**src/hw/rtl/soc_pkg.sv**
```systemverilog
// Shared types, constants and helpers for the substring occurrence counter.
`default_nettype none

package soc_pkg;

  localparam int unsigned MaxPatternDef = 16;
  localparam int unsigned CharW         = 8;
  localparam int unsigned CountW        = 16;
  localparam int unsigned CfgIndexW     = 2;
  localparam int unsigned CfgDataW      = 64;
  localparam int unsigned PatIdxW       = 4;

  typedef enum logic [CfgIndexW-1:0] {
    CFG_PATTERN_LO = 2'd0,
    CFG_PATTERN_HI = 2'd1,
    CFG_LENGTH     = 2'd2
  } soc_cfg_e;

  typedef struct packed {
    logic [CharW-1:0] text_char;
    logic             last_char;
  } soc_in_t;

  typedef struct packed {
    logic              counted_here;
    logic [CountW-1:0] match_count;
    logic              end_of_text;
  } soc_out_t;

  // control shared by every cell of the window
  typedef struct packed {
    logic shift;
    logic clear;
  } soc_cell_ctl_t;

  function automatic logic [CharW-1:0] pattern_char(
    input logic [CfgDataW-1:0] lo,
    input logic [CfgDataW-1:0] hi,
    input logic [PatIdxW-1:0]  idx
  );
    logic [CfgDataW-1:0] word;
    word = idx[PatIdxW-1] ? hi : lo;
    return word[{idx[PatIdxW-2:0], 3'b000} +: CharW];
  endfunction

endpackage

`default_nettype wire

```
**src/hw/rtl/soc_cell.sv**
```systemverilog
// One window cell: compares its incoming character and holds it for the next cell.
`default_nettype none

module soc_cell
  import soc_pkg::*;
(
  input  logic             clk_i,
  input  logic             rst_ni,
  input  soc_cell_ctl_t    ctl_i,
  input  logic [CharW-1:0] char_i,
  input  logic [CharW-1:0] expect_i,
  input  logic             active_i,
  output logic [CharW-1:0] char_o,
  output logic             match_o
);

  logic [CharW-1:0] char_q, char_d;

  assign match_o = !active_i || (char_i == expect_i);

  always_comb begin
    char_d = char_q;
    if (ctl_i.shift) begin
      char_d = ctl_i.clear ? '0 : char_i;
    end
  end

  always_ff @(posedge clk_i or negedge rst_ni) begin
    if (!rst_ni) begin
      char_q <= '0;
    end else begin
      char_q <= char_d;
    end
  end

  assign char_o = char_q;

endmodule

`default_nettype wire

```
**src/hw/rtl/soc_outbuf.sv**
```systemverilog
// Two-entry result buffer decoupling the input side from the output stall.
`default_nettype none

module soc_outbuf
  import soc_pkg::*;
(
  input  logic     clk_i,
  input  logic     rst_ni,
  input  logic     push_i,
  input  soc_out_t data_i,
  output logic     full_o,
  output logic     out_valid_o,
  input  logic     out_stall_i,
  output soc_out_t out_data_o
);

  soc_out_t   mem_q [2];
  logic       wr_ptr_q, wr_ptr_d;
  logic       rd_ptr_q, rd_ptr_d;
  logic [1:0] fill_q, fill_d;
  logic       pop;

  assign full_o      = fill_q[1];
  assign out_valid_o = (fill_q != 2'd0);
  assign out_data_o  = mem_q[rd_ptr_q];
  assign pop         = out_valid_o && !out_stall_i;

  always_comb begin
    wr_ptr_d = push_i ? !wr_ptr_q : wr_ptr_q;
    rd_ptr_d = pop ? !rd_ptr_q : rd_ptr_q;
    fill_d   = fill_q;
    unique case ({push_i, pop})
      2'b10:   fill_d = fill_q + 2'd1;
      2'b01:   fill_d = fill_q - 2'd1;
      default: fill_d = fill_q;
    endcase
  end

  always_ff @(posedge clk_i or negedge rst_ni) begin
    if (!rst_ni) begin
      wr_ptr_q <= 1'b0;
      rd_ptr_q <= 1'b0;
      fill_q   <= 2'd0;
    end else begin
      wr_ptr_q <= wr_ptr_d;
      rd_ptr_q <= rd_ptr_d;
      fill_q   <= fill_d;
    end
  end

  always_ff @(posedge clk_i) begin
    if (push_i) begin
      mem_q[wr_ptr_q] <= data_i;
    end
  end

endmodule

`default_nettype wire

```
**src/hw/rtl/substring_occurrence_counter.sv**
```systemverilog
// Top level of the non-overlapping substring occurrence counter.
//
//  channel | direction | handshake       | payload
//  --------+-----------+-----------------+------------------------------------
//  in      | input     | valid / stall   | soc_in_t  (text_char, last_char)
//  out     | output    | valid / stall   | soc_out_t (counted_here, count, eot)
//  cfg     | input     | valid / ready   | register index, 64-bit data
//
//  One character per cycle unless stalled; its result enters a two-entry
//  buffer at the accepting edge and is offered behind any earlier results.
//  The window compare across the cell chain and the count update fit in the
//  accepting cycle, so a new character may follow every cycle unless stalled.
//  The input stalls only while both buffer entries hold untaken results.
//  Reset clears the window, counters and registers (length one).
`default_nettype none

module substring_occurrence_counter
  import soc_pkg::*;
#(
  parameter int unsigned MaxPattern = MaxPatternDef
) (
  input  logic                 clk_i,
  input  logic                 rst_ni,
  input  logic                 in_valid_i,
  output logic                 in_stall_o,
  input  soc_in_t              in_data_i,
  output logic                 out_valid_o,
  input  logic                 out_stall_i,
  output soc_out_t             out_data_o,
  input  logic                 cfg_valid_i,
  output logic                 cfg_ready_o,
  input  logic [CfgIndexW-1:0] cfg_index_i,
  input  logic [CfgDataW-1:0]  cfg_data_i
);

  localparam int unsigned LenW = $clog2(MaxPattern + 1);

  logic [CfgDataW-1:0] pat_lo_q, pat_lo_d;
  logic [CfgDataW-1:0] pat_hi_q, pat_hi_d;
  logic [LenW-1:0]     len_q, len_d;
  logic [LenW-1:0]     seen_q, seen_d;
  logic [LenW-1:0]     dist_q, dist_d;
  logic [CountW-1:0]   cnt_q, cnt_d;

  logic                accept;
  logic                full;
  logic                hit;
  logic                window_ok;
  logic [5:0]          len_raw;
  soc_cell_ctl_t       cell_ctl;
  soc_out_t            result;
  logic [CharW-1:0]    cell_char [MaxPattern];
  logic [MaxPattern-1:0] cell_match;

  assign cfg_ready_o = 1'b1;
  assign in_stall_o  = full;
  assign accept      = in_valid_i && !full;

  // configuration; the length is clamped once, at write time
  assign len_raw = {1'b0, cfg_data_i[4:0]};

  always_comb begin
    pat_lo_d = pat_lo_q;
    pat_hi_d = pat_hi_q;
    len_d    = len_q;
    if (cfg_valid_i) begin
      unique case (cfg_index_i)
        CFG_PATTERN_LO: pat_lo_d = cfg_data_i;
        CFG_PATTERN_HI: pat_hi_d = cfg_data_i;
        CFG_LENGTH: begin
          if (len_raw == 6'd0) begin
            len_d = LenW'(1);
          end else if (len_raw > 6'(MaxPattern)) begin
            len_d = LenW'(MaxPattern);
          end else begin
            len_d = LenW'(len_raw);
          end
        end
        default: ;
      endcase
    end
  end

  // window of cells: cell j sees the character j places back
  assign cell_char[0]   = in_data_i.text_char;
  assign cell_ctl.shift = accept;
  assign cell_ctl.clear = in_data_i.last_char;

  for (genvar j = 0; j < MaxPattern; j++) begin : g_cell
    logic             active;
    logic [4:0]       idx_full;
    logic [CharW-1:0] expect_c;

    assign active   = (5'(j) < 5'(len_q));
    assign idx_full = 5'(len_q) - 5'(j + 1);
    assign expect_c = pattern_char(pat_lo_q, pat_hi_q, idx_full[PatIdxW-1:0]);

    if (j < MaxPattern - 1) begin : g_link
      soc_cell u_cell (
        .clk_i    (clk_i),
        .rst_ni   (rst_ni),
        .ctl_i    (cell_ctl),
        .char_i   (cell_char[j]),
        .expect_i (expect_c),
        .active_i (active),
        .char_o   (cell_char[j+1]),
        .match_o  (cell_match[j])
      );
    end else begin : g_tail
      soc_cell u_cell (
        .clk_i    (clk_i),
        .rst_ni   (rst_ni),
        .ctl_i    (cell_ctl),
        .char_i   (cell_char[j]),
        .expect_i (expect_c),
        .active_i (active),
        .char_o   (),
        .match_o  (cell_match[j])
      );
    end
  end

  // an occurrence needs enough text and must start after the last counted one
  assign window_ok = ((LenW+1)'(seen_q) + (LenW+1)'(1) >= (LenW+1)'(len_q)) &&
                     ((LenW+1)'(dist_q) + (LenW+1)'(1) >= (LenW+1)'(len_q));
  assign hit       = window_ok && (&cell_match);

  always_comb begin
    seen_d = seen_q;
    dist_d = dist_q;
    cnt_d  = cnt_q;
    if (accept) begin
      if (hit) begin
        dist_d = '0;
        if (cnt_q != '1) begin
          cnt_d = cnt_q + CountW'(1);
        end
      end else if (dist_q < LenW'(MaxPattern)) begin
        dist_d = dist_q + LenW'(1);
      end
      if (seen_q < LenW'(MaxPattern)) begin
        seen_d = seen_q + LenW'(1);
      end
    end
    result.counted_here = hit;
    result.match_count  = cnt_d;
    result.end_of_text  = in_data_i.last_char;
    if (accept && in_data_i.last_char) begin
      seen_d = '0;
      dist_d = LenW'(MaxPattern);
      cnt_d  = '0;
    end
  end

  always_ff @(posedge clk_i or negedge rst_ni) begin
    if (!rst_ni) begin
      pat_lo_q <= '0;
      pat_hi_q <= '0;
      len_q    <= LenW'(1);
      seen_q   <= '0;
      dist_q   <= LenW'(MaxPattern);
      cnt_q    <= '0;
    end else begin
      pat_lo_q <= pat_lo_d;
      pat_hi_q <= pat_hi_d;
      len_q    <= len_d;
      seen_q   <= seen_d;
      dist_q   <= dist_d;
      cnt_q    <= cnt_d;
    end
  end

  soc_outbuf u_outbuf (
    .clk_i       (clk_i),
    .rst_ni      (rst_ni),
    .push_i      (accept),
    .data_i      (result),
    .full_o      (full),
    .out_valid_o (out_valid_o),
    .out_stall_i (out_stall_i),
    .out_data_o  (out_data_o)
  );

endmodule

`default_nettype wire

```
**config.mk**
```make
export PLATFORM = sky130hd
export DESIGN_NAME = substring_occurrence_counter
export DESIGN_NICKNAME = d
export VERILOG_FILES = /design/src/hw/rtl/soc_pkg.sv /design/src/hw/rtl/soc_cell.sv /design/src/hw/rtl/soc_outbuf.sv /design/src/hw/rtl/substring_occurrence_counter.sv
export SDC_FILE = /design/constraint.sdc
export NUM_CORES = 2
export LEC_CHECK = 0
export BUFFER_PORTS_ARGS = -buffer_cell sky130_fd_sc_hd__buf_2
export CAP_MARGIN = 15
export CORE_MARGIN = 2
export CORE_UTILIZATION = 50
export DETAILED_ROUTE_END_ITERATION = 6
export PLACE_DENSITY_LB_ADDON = 0.25
export SLEW_MARGIN = 15
export SYNTH_ARGS = -nofsm -noshare
export SYNTH_HDL_FRONTEND = slang
export SYNTH_HIERARCHICAL = 1
export SYNTH_SLANG_ARGS = --single-unit
```
**constraint.sdc**
```tcl
create_clock -name clk_i -period 6.1 [get_ports clk_i]
set_input_delay 1.22 -clock clk_i [delete_from_list [all_inputs] [get_ports clk_i]]
set_output_delay 1.22 -clock clk_i [all_outputs]
set_load 0.02 [all_outputs]
```
**Yosys cells after proc, flatten, opt, wreduce, memory -nomap -nowiden**

Memory sizes are Yosys's and may differ from the RTL's.
Cells that the tools add are included.

- Add/subtract/negate cells: 23
- $lt $le $gt $ge: 21
- Equal/unequal tests: 21
- Shift operators: 16
- Mux-type cells: 47
- Reduce and logical (&&, ||, !) cells: 54

Operator list:

| kind | count |
|---|---|
| 64-bit two-way mux | 16 |
| 64-bit by 7-bit indexed part select with 8-bit output | 16 |
| 8-bit equality test | 16 |
| 8-bit two-way mux | 15 |
| 16-bit two-way mux | 4 |
| 5-bit two-way mux | 9 |
| 4-bit by 5-bit less-than comparator with 1-bit output, first input constant | 8 |
| 4-bit subtractor, second input constant | 8 |
| 1-bit logical NOT | 20 |
| 3-bit by 5-bit less-than comparator with 1-bit output, first input constant | 4 |
| 16-bit by 1-bit adder with 16-bit output, second input constant | 1 |
| 1-bit logical OR | 16 |
| 16-bit != test, second input constant | 1 |
| 16-bit AND reduction | 1 |
| 4-bit by 3-bit subtractor with 4-bit output, second input constant | 4 |
| 5-bit by 1-bit adder with 6-bit output, second input constant | 2 |
| 6-bit by 5-bit greater-or-equal comparator with 1-bit output | 2 |
| 5-bit by 1-bit adder with 5-bit output, second input constant | 2 |
| 1-bit by 5-bit less-than comparator with 1-bit output, first input constant | 2 |
| 2-bit by 5-bit less-than comparator with 1-bit output, first input constant | 2 |
| 5-bit less-than comparator, second input constant | 2 |
| 2-bit AND reduction | 5 |
| 2-bit nonzero test | 4 |
| 4-bit by 1-bit subtractor with 4-bit output, second input constant | 2 |
| 12 further kinds | 20 |

- Flip-flop bits (word level): 283
- Bits in writable memories: 36
- Input bits: 80
- Output and inout port bits: 21
- Logic and storage cells: 207
- Memories kept: 1

Memory list:

| memory | depth | bits a word | read ports | clocked after memory_dff | wr ports | RTL line | text |
|---|---|---|---|---|---|---|---|
| u_outbuf.mem_q | 2 | 18 | 1 | 0 | 1 | soc_outbuf.sv:17 | `soc_out_t mem_q [2];` |

**Longest topological paths before layout**

- Depth after elaboration: 10
- Gate-level depth with buffers: 26
- Gate-level depth less buffers: 18

**Modules after synthesis**

Netlist, hierarchy kept.

By module, submodules not included:

| module | times used | cells an instance | area an instance (um^2) | sequential area each (um^2) |
|---|---|---|---|---|
| substring_occurrence_counter | 1 | 2328 | 22255.1 | 3981.3 |
| soc_cell | 16 | 44 | 444.2 | 200.2 |
| soc_outbuf | 1 | 72 | 1545.2 | 1181.1 |

**Worst setup path after synthesis**

Ideal clock, no wire load.

- Path type: register -> register
- Start point: register len_q[0]
- End point: memory u_outbuf/mem_q[0][2] (netlist name), data pin
- Setup time: 262 ps
- Arrival time: 5679 ps
- Setup slack: 159 ps
- Cell stages (with the launch flop): 23
- Buffers on the path: 8
- Period minus slack after synthesis: 5941 ps
- Cells stage by stage: dfstp_2 -> buf_2 -> inv_2 -> buf_2 -> buf_2 -> clkbuf_1 -> buf_1 -> ha_1 -> xnor2_1 -> buf_2 -> buf_2 -> mux4_2 -> mux2i_1 -> xnor2_1 -> nand4_1 -> o21ai_1 -> nand4_1 -> nor4_1 -> o31ai_1 -> a211o_1 -> buf_2 -> nor3_1 -> mux2_2

RTL lines:

| item | RTL line | text |
|---|---|---|
| start, declared | substring_occurrence_counter.sv:40 | `logic [LenW-1:0] len_q, len_d;` |
| start signal, assigned | substring_occurrence_counter.sv:159 | `len_q <= LenW'(1);` |
| start signal, assigned | substring_occurrence_counter.sv:166 | `len_q <= len_d;` |
| end, declared | soc_outbuf.sv:17 |  |

==> results.yml <==
setup_path:
  worstSetupPathType: "flop to flop"
  rrSetupSlack_ns: 0.36
  r2r_cells: 19
  startpoint: "len_q[1]"
  reg2reg_from: "len_q[1]"
  end_kind: "flop"
  required_ns: 6.42
  arrival_ns: 6.05
  cp-start-kind: "flop"
  crit_fanout: 26
  r2r-end: "u_outbuf/mem_q[0][15]"
floorplanning:
  rows: 90
  die_w_um: 251
  die_h_um: 251
  coreArea_sq_mm: 0.0604
  io_pins: 101
  initial_core_util_pct: 50.6
  dieArea_sq_mm: 0.0631
grt:
  grt_first_pass_wirelength_mm: 159
  track_usage_pct: 33.0
  grt_start_max_net_pins: 131
  grt_pass1_vias: 25300
  grt.met2_usage_pct: 49.8
  use_met1_pct: 44.5
  grtUsageMet3_pct: 7.66
  antenna_found_initial: 3
  overflow: 0
  gr-max-usage-layer: "met2"
layout:
  fillCellCount: 5318
  diodes: 0
  final_core_util_pct: 54.2
  area_delta_synth_final_pct: 7.13
  design_area_sq_mm: 0.0327
  drive_above_1_share_pct: 25.3
  fin_nets: 3039
routing:
  drtPass1Iterations: 6
  viasPerCell: 6.87
  drt_iter0_markers: 3336
  post_drt_wl_per_cell_um: 27.7
  wl_mm: 104
  route.detailed.drc: 0
  postRouteAntennaNets: 0
  num_vias: 25800
cts:
  clkSinkCount: 319
  cts_buffers: 39
  clockBufferDepth: 3
  cts_tree: "built"
  post_cts_buffers: 0
  cts_max_level: 2
  clkSlewWorstSetupHoldPaths_ns: 0.06
  insertion_delay_ns: 0.58
  ctsResizeCount: 0
  ctsHoldBuffers: 0
  clockRootBuffer: "clkbuf_16"
power:
  peakVddDrop_uv: 265
  powerDensity_mw_per_mm2: 387
  p_leak_uw: 0.0128
run_status:
  status: "completed"
timing:
  min_period_ns: 5.74
  setup_viol: 0
  finalSetupTns_ns: 0
  fmax_mhz: 174
  finalHoldViolCount: 0
  worst-slew-pin-transition_ns: 0.981
  fin_crit_sh_pct: 94.0
  drv_slew: 0
  relSlewSlack_pct: 33.9
  fin_skew_ns: 0.0199
synth:
  ys_warn_count: 6
  mappedNetlistArea_sq_mm: 0.0306
  syn-num-nets: 3171
  synthCells: 3071
  syn_avg_cell_area_sq_um: 9.95
worst_hold_path:
  worst_hold_path.endpoint: "u_outbuf/wr_ptr_q"
  hp-class: "flop to flop"
  min_path_cells: 1
  hp-start: "u_outbuf/wr_ptr_q"
place:
  port_buffers: 99
  placed_cell_area_sq_mm: 0.0314
  dp_hpwl_mm: 70.1
  routabilityCongestion: 0.995
run:
  drv_cap: 0
[per-layer routing]
metal	share of wire, %	vias up	routed length (um)
met1	38	12800	39900
met5	0.012	-	13
met4	6.1	2	6310
met2	44	1630	46300
li1	-	11000	-
met3	11	337	11600
[layout by cell type, fill, tap and decap left out, types with 83 or more instances in the layout]
cell type  instances
mux2i_1          399
nand2_1          359
dfrtp_1          278
mux4_2           262
nand3_1          149
mux2_2           141
xnor2_1          140
a21oi_1          135
inv_1            131
buf_2             97
nand3b_1          92
o21ai_0           83
[per-stage QoR]
step | total power, uW | setup WS, ns | hold slack [ns] | std cells
2_1_floorplan | 8130 | 0.159 | 0.456 | 3071
3_3_place_gp | 9950 | 0.0760 | 0.480 | 3680
3_5_place_dp | 10100 | 0.105 | 0.488 | 3680
4_1_cts | 12600 | 0.0924 | 0.503 | 3752
5_1_grt | 13200 | -0.00878 | 0.522 | 3752
6_report | 12700 | 0.364 | 0.503 | 3752
[worst max-delay path: stages (launching register included)]
cell      delay (ns)
dfrtp_4         0.64
inv_2           0.12
buf_4           0.24
ha_4            0.32
buf_4           0.31
buf_4           0.49
mux4_2          0.57
a21oi_1         0.15
a21oi_1         0.10
xnor2_1         0.20
nand4_1         0.15
o21ai_1         0.19
nand4_1         0.14
nor4_2          0.52
buf_4           0.19
o31ai_1         0.06
a211o_1         0.32
clkinv_1        0.24
nand3_1         0.18
mux2_2          0.32
[power breakdown]
group | internal, uW | switching, uW | total, uW
clock network | 1450 | 1030 | 2480
registers | 2490 | 1080 | 3570
logic | 3110 | 3530 | 6630
[registers in the layout (all words and copies together) (netlist names)]
register,cells
cnt_q,16
len_q,5
g_cell.g_link.u_cell/char_o,120
u_outbuf/mem_q,36
pat_lo_q,64
u_outbuf/rd_ptr_q,1
seen_q,5
dist_q,5
u_outbuf/fill_q,2
pat_hi_q,64
u_outbuf/wr_ptr_q,1
[worst max path at each step]
stage | endpoint
global route | u_outbuf/mem_q[0][7]
CTS | u_outbuf/mem_q[0][15]
floorplan | u_outbuf/mem_q[0][2]
detailed placement | u_outbuf/mem_q[1][15]
global placement | u_outbuf/mem_q[0][7]
finish | u_outbuf/mem_q[0][15]
[area by class of cell]
| class | instances | area [sq um] | area share [%] |
|---|---|---|---|
| flip-flops and latches | 319 | 8180 | 25.0 |
| well taps | 782 | 978 | 2.99 |
| inverters | 136 | 523 | 1.60 |
| repair buffers | 182 | 1290 | 3.95 |
| multi-input cells | 2261 | 20400 | 62.3 |
| clock buffers | 50 | 1090 | 3.33 |
| clock inverters | 22 | 263 | 0.803 |
(Power assumes the default switching activity.)
